[config.mk]
export PLATFORM = sky130hd
export DESIGN_NAME = pwle_div
export DESIGN_NICKNAME = d
export VERILOG_FILES = /design/src/hw/rtl/pwle_pkg.sv /design/src/hw/rtl/pwle_div.sv
export SDC_FILE = /design/constraint.sdc
export NUM_CORES = 1
export LEC_CHECK = 0
export ABC_AREA = 1
export BUFFER_PORTS_ARGS = -buffer_cell sky130_fd_sc_hd__buf_2
export CELL_PAD_IN_SITES_DETAIL_PLACEMENT = 0
export CELL_PAD_IN_SITES_GLOBAL_PLACEMENT = 2
export CORE_MARGIN = 4
export CORE_UTILIZATION = 34
export CTS_CLUSTER_DIAMETER = 60
export CTS_CLUSTER_SIZE = 20
export DETAILED_ROUTE_END_ITERATION = 6
export GPL_ROUTABILITY_DRIVEN = 0
export PLACE_DENSITY_LB_ADDON = 0.2
export SLEW_MARGIN = 20
export SYNTH_ARGS = -nofsm -noshare
export SYNTH_HDL_FRONTEND = slang
export SYNTH_SLANG_ARGS = --single-unit
[constraint.sdc]
create_clock -name clk_i -period 3.7 [get_ports clk_i]
set_clock_uncertainty 0.2 [all_clocks]
set_input_delay 0.185 -clock clk_i [delete_from_list [all_inputs] [get_ports clk_i]]
set_output_delay 0.185 -clock clk_i [all_outputs]
set_load 0.02 [all_outputs]
[src/hw/rtl/pwle_pkg.sv]
// Shared types and constants for the piecewise linear envelope unit.
package pwle_pkg;

  // Breakpoint store depth and the widths that follow from it.
  localparam int unsigned MaxPoints = 64;
  localparam int unsigned AddrW     = $clog2(MaxPoints);
  localparam int unsigned CountW    = $clog2(MaxPoints + 1);
  localparam int unsigned EntryW    = 64;

  typedef enum logic [1:0] {
    OP_ADD    = 2'd0,
    OP_FINISH = 2'd1,
    OP_EVAL   = 2'd2,
    OP_CLEAR  = 2'd3
  } op_e;

  typedef enum logic [1:0] {
    ST_OK    = 2'd0,
    ST_FULL  = 2'd1,
    ST_DUP   = 2'd2,
    ST_NOTAB = 2'd3
  } status_e;

  typedef enum logic [4:0] {
    S_IDLE,
    S_A_RD,
    S_A_CMP,
    S_A_CHK,
    S_A_DUP,
    S_A_FULL,
    S_SH_RD,
    S_SH_WR,
    S_A_INS,
    S_E_RD0,
    S_E_CK0,
    S_E_RDN,
    S_E_CKN,
    S_E_RD,
    S_E_CMP,
    S_E_MUL,
    S_E_DIVST,
    S_E_DIV,
    S_DONE
  } state_e;

  typedef struct packed {
    op_e                operation;
    logic signed [31:0] x_value;
    logic signed [31:0] y_value;
  } in_item_t;

  typedef struct packed {
    logic signed [31:0] y_result;
    status_e            status;
  } out_item_t;

  // Request to the serial divider.
  typedef struct packed {
    logic        start;
    logic [63:0] num;
    logic [31:0] den;
  } div_req_t;

  typedef struct packed {
    logic        busy;
    logic        done;
    logic [31:0] quo;
  } div_rsp_t;

endpackage

[src/hw/rtl/pwle_div.sv]
// Restoring serial divider: 64-bit dividend by 32-bit divisor, one quotient bit a cycle.
module pwle_div (
  input  logic              clk_i,
  input  logic              rst_ni,
  input  pwle_pkg::div_req_t req_i,
  output pwle_pkg::div_rsp_t rsp_o
);

  logic [31:0] rem_q, rem_d;
  logic [31:0] low_q, low_d;
  logic [31:0] den_q, den_d;
  logic [5:0]  cnt_q, cnt_d;
  logic        busy_q, busy_d;
  logic        done_q, done_d;
  logic [32:0] shifted;
  logic [32:0] diff;

  // The caller guarantees the quotient fits in 32 bits, so the upper half
  // of the dividend seeds the remainder directly.
  always_comb begin
    rem_d   = rem_q;
    low_d   = low_q;
    den_d   = den_q;
    cnt_d   = cnt_q;
    busy_d  = busy_q;
    done_d  = 1'b0;
    shifted = {rem_q, low_q[31]};
    diff    = shifted - {1'b0, den_q};
    if (req_i.start) begin
      rem_d  = req_i.num[63:32];
      low_d  = req_i.num[31:0];
      den_d  = req_i.den;
      cnt_d  = 6'd32;
      busy_d = 1'b1;
    end else if (busy_q) begin
      if (!diff[32]) begin
        rem_d = diff[31:0];
        low_d = {low_q[30:0], 1'b1};
      end else begin
        rem_d = shifted[31:0];
        low_d = {low_q[30:0], 1'b0};
      end
      cnt_d = cnt_q - 6'd1;
      if (cnt_q == 6'd1) begin
        busy_d = 1'b0;
        done_d = 1'b1;
      end
    end
  end

  always_ff @(posedge clk_i or negedge rst_ni) begin
    if (!rst_ni) begin
      busy_q <= 1'b0;
      done_q <= 1'b0;
      cnt_q  <= '0;
    end else begin
      busy_q <= busy_d;
      done_q <= done_d;
      cnt_q  <= cnt_d;
    end
  end

  always_ff @(posedge clk_i) begin
    rem_q <= rem_d;
    low_q <= low_d;
    den_q <= den_d;
  end

  assign rsp_o.busy = busy_q;
  assign rsp_o.done = done_q;
  assign rsp_o.quo  = low_q;

  // Done is registered from the last step of a busy run and rises as busy falls.
  assert property (@(posedge clk_i) disable iff (!rst_ni)
    rsp_o.done |-> $past(busy_q) && !busy_q)
    else $error("divider done without a finished run");
  assert property (@(posedge clk_i) disable iff (!rst_ni)
    busy_q |-> cnt_q != 6'd0)
    else $error("divider busy with an exhausted counter");
  assert property (@(posedge clk_i) disable iff (!rst_ni)
    req_i.start |=> busy_q && cnt_q == 6'd32)
    else $error("divider did not start");

endmodule

==> Implementation_results.wiki <==
{| class="wikitable"
! Metric !! Value
|-
| Number of antenna violations at the first check in global routing || 0
|-
| Detailed-route wire length per cell || 14.4 microns
|-
| Grt ovf || 0
|-
| Number of global-route vias before repair || 6977
|-
| Number of gates resized after cts || 0
|-
| Most frequent cell after synthesis || nand2_1
|-
| Sequential area share after synthesis || 0.421
|-
| Status || completed
|-
| Endpoint arrival time on the critical path || 3.00 ns
|-
| Number of maximum-capacitance constraint violations || 0
|-
| Synthesized-area fraction occupied by ao, oa, aoi and oai cells || 0.0227
|-
| Critical path class || register to register
|-
| Bufs on Longest Clock Path || 2
|-
| Startpoint type of the worst setup path || register
|-
| Number of instances in the synthesized netlist || 1021
|-
| Filler instances || 2209
|-
| IO Count || 133
|-
| P per Cell Area || 694 nW/um^2
|-
| Required time of the worst setup path || 3.62 ns
|-
| Area share of the leading cell type in the synthesized netlist || 0.394
|-
| Period Utilization, post-route || 0.834
|-
| Most used flip-flop cell after synthesis || edfxtp_1
|-
| Post-route setup TNS || 0 ns
|-
| Post-detailed-routing wire length || 21900 microns
|-
| TritonCTS Buffers || 9
|-
| Wire length of the first global-routing pass || 35200 microns
|-
| Largest net degree at the start of global routing || 69
|-
| Starting DRC count in detailed routing || 338
|-
| YS warnings || 0
|-
| Vias post-DR || 6763
|-
| Effective utilization at floorplan || 0.347
|-
| Clock net sink count || 104
|-
| Combinational family with the most area after synthesis || simple AND/OR/NAND/NOR gates
|-
| Final Hold Vio Count || 0
|-
| Worst vdd ir || 0.306 mV
|-
| Number of vias per cell || 4.44
|-
| First-pass iteration count of the detailed router || 5
|-
| Fin crit period || 3.09 ns
|-
| Die Width || 155 microns
|-
| Yosys top cell by area || edfxtp_1
|-
| Post-synthesis simple-gate area fraction || 0.369
|-
| # Post-CTS Setup Buffers || 0
|-
| Adder-cell share of the synthesized area || 0.0609
|-
| # rows || 53
|-
| Distinct cell type count after synthesis || 34
|-
| Core Footprint || 21100 sq um
|-
| TritonCTS clock tree || yes
|-
| Slew headroom || 0.375
|-
| GRT Util Overall || 0.184
|-
| Achievable clock frequency || 324 MHz
|-
| Number of synthesized register bits || 104
|-
| Total Die Area || 23900 sq um
|-
| H-Tree Depth || 3
|-
| XOR/XNOR share of the synthesized area || 0.0132
|-
| CTS clock-pin slew for the worst setup and hold paths || 0.08 ns
|-
| Mux contribution to synthesized area || 0
|-
| Static leakage || 5.12 nW
|-
| Leading cell types by total area after synthesis || edfxtp_1 (39%), nand2_1 (23%), inv_1 (9.2%), ha_1 (5.8%), nand3_1 (5.7%)
|-
| Share of layout cells above drive strength 1 || 0.151
|-
| Post-Synthesis Mean Instance Area || 7.17 sq um
|-
| Capturing element type of the critical path || register
|-
| Insertion delay to the later sink of the worst-skew pair || 0.36 ns
|-
| Post-synth top cells || nand2_1 (441), inv_1 (179), edfxtp_1 (96), nand3_1 (84), nor2_1 (51)
|-
| RSZ-0062 raised after global routing || false
|-
| Finish-stage setup viols || 0
|-
| Antenna Violating Nets Remaining || 0
|-
| Die height || 155 microns
|-
| Area grow syn2layout || 30.1%
|-
| HPWL reported at the end of detailed placement || 16000 microns
|-
| Post-route worst hold slack || 0.109 ns
|-
| Async SR Flop Fraction || 0.0769
|-
| Post-synthesis net count || 1155
|-
| Synthesized area || 7320 sq um
|-
| DRC violation count after routing || 0
|-
| Number of buffers inserted for hold repair after clock tree synthesis || 98
|-
| Nets@finish || 1377
|-
| Max-slew violation count || 0
|-
| Number of buffers inserted by port buffering || 132
|-
| Total inserted antenna cells || 0
|-
| Number of flops mapped to enable cells by yosys || 96
|-
| Transition time of the tightest slew-check pin || 0.938 ns
|-
| Worst Hold Class || input pin to register
|-
| Root Buffer || clkbuf_16
|-
| Largest fanout on the critical path || 18
|}
-- worst paths after layout --
path,start,endpoint,slack (ns),cells after the start
max in group asynchronous,rst_ni,cnt_q[5],2.43,3
setup / recovery,low_q[31],rem_q[4],0.61,17
hold / removal,req_i[96],den_q[22],0.11,1
hold reg to reg,cnt_q[2],cnt_q[2],0.31,1
setup reg to reg,low_q[31],rem_q[4],0.61,17
min in group asynchronous,rst_ni,done_q,0.59,3
-- stage by stage --
step | power, mW | worst slack (ns) | cell area (sq um) | std cells | util
finish | 6.61 | 0.615 | 9520 | 1523 | 0.451
global placement | 5.53 | 0.610 | 8220 | 1409 | 0.390
global route | 7.27 | 0.421 | 9520 | 1523 | 0.451
detailed placement | 5.52 | 0.583 | 8220 | 1409 | 0.390
floorplan | 4.59 | 0.993 | 7320 | 1021 | -
CTS | 6.71 | 0.574 | 9520 | 1523 | 0.451
-- per-layer routing --
| metal | vias up | wire length [microns] | global-route usage |
|---|---|---|---|
| li1 | 3595 | - | - |
| met1 | 3010 | 10400 | 0.245 |
| met2 | 138 | 10200 | 0.309 |
| met3 | 20 | 992 | 0.0322 |
| met4 | 0 | 327 | 0.0500 |
| met5 | - | 0 | 0 |
-- placed cells by master (no fill, tap or decap), drive strengths merged --
cell / Yosys / layout
a21o: 2 / 2
a21oi: 20 / 20
and2: 1 / 1
and3: 2 / 2
buf: 10 / 135
bufinv: 0 / 1
clkbuf: 12 / 9
clkinv: 1 / 2
dfrtp: 8 / 8
dlygate4sd3: 0 / 98
edfxtp: 96 / 96
fa: 1 / 1
ha: 34 / 34
inv: 184 / 189
nand2: 465 / 465
nand3: 86 / 86
nand3b: 14 / 14
nand4: 7 / 7
nor2: 54 / 54
nor3: 6 / 6
o21ai: 6 / 6
o22ai: 1 / 1
xnor2: 7 / 7
xor2: 4 / 4
-- registers in the layout, indices dropped and copies added (netlist names) --
| name | count |
|---|---|
| low_q | 32 |
| done_q | 1 |
| busy_q | 1 |
| rem_q | 32 |
| den_q | 32 |
| cnt_q | 6 |
-- logic make-up after synthesis --
| family | count (synthesis) |
|---|---|
| compound gates | 29 |
| buf+inv | 207 |
| fa+ha+maj | 35 |
| xor+xnor | 11 |
| flops | 104 |
| simple gates | 635 |
-- critical path: stages, from the launching register on --
cell and delay [ns]:
edfxtp_1 0.36, inv_1 0.07, ha_1 0.23, fa_1 0.42, inv_1 0.13, nand2_1 0.06
nand2_1 0.11, nand3_1 0.09, nand2_2 0.14, nand2_2 0.08, nand2_2 0.10, nand2_4 0.08
nand2_4 0.09, nand2_4 0.18, nand2_8 0.24, nand2_1 0.07, nand3_1 0.11, nand2_1 0.06
-- power breakdown --
group / internal, mW / switching [mW]
Sequential: 1.63 / 0.153
Combinational: 1.29 / 2.47
Clock: 0.546 / 0.516
-- area by class of cell --
class	count	area [sq um]	share of cell area
inverter	185	694	0.0730
sequential	104	3080	0.324
timing repair buffer	233	1670	0.175
multi-input combinational	710	3410	0.358
clock buffer	9	225	0.0237
tap	275	344	0.0362
clock inverter	7	92.6	0.00973
Note: power is estimated with default switching activity, not from simulation.
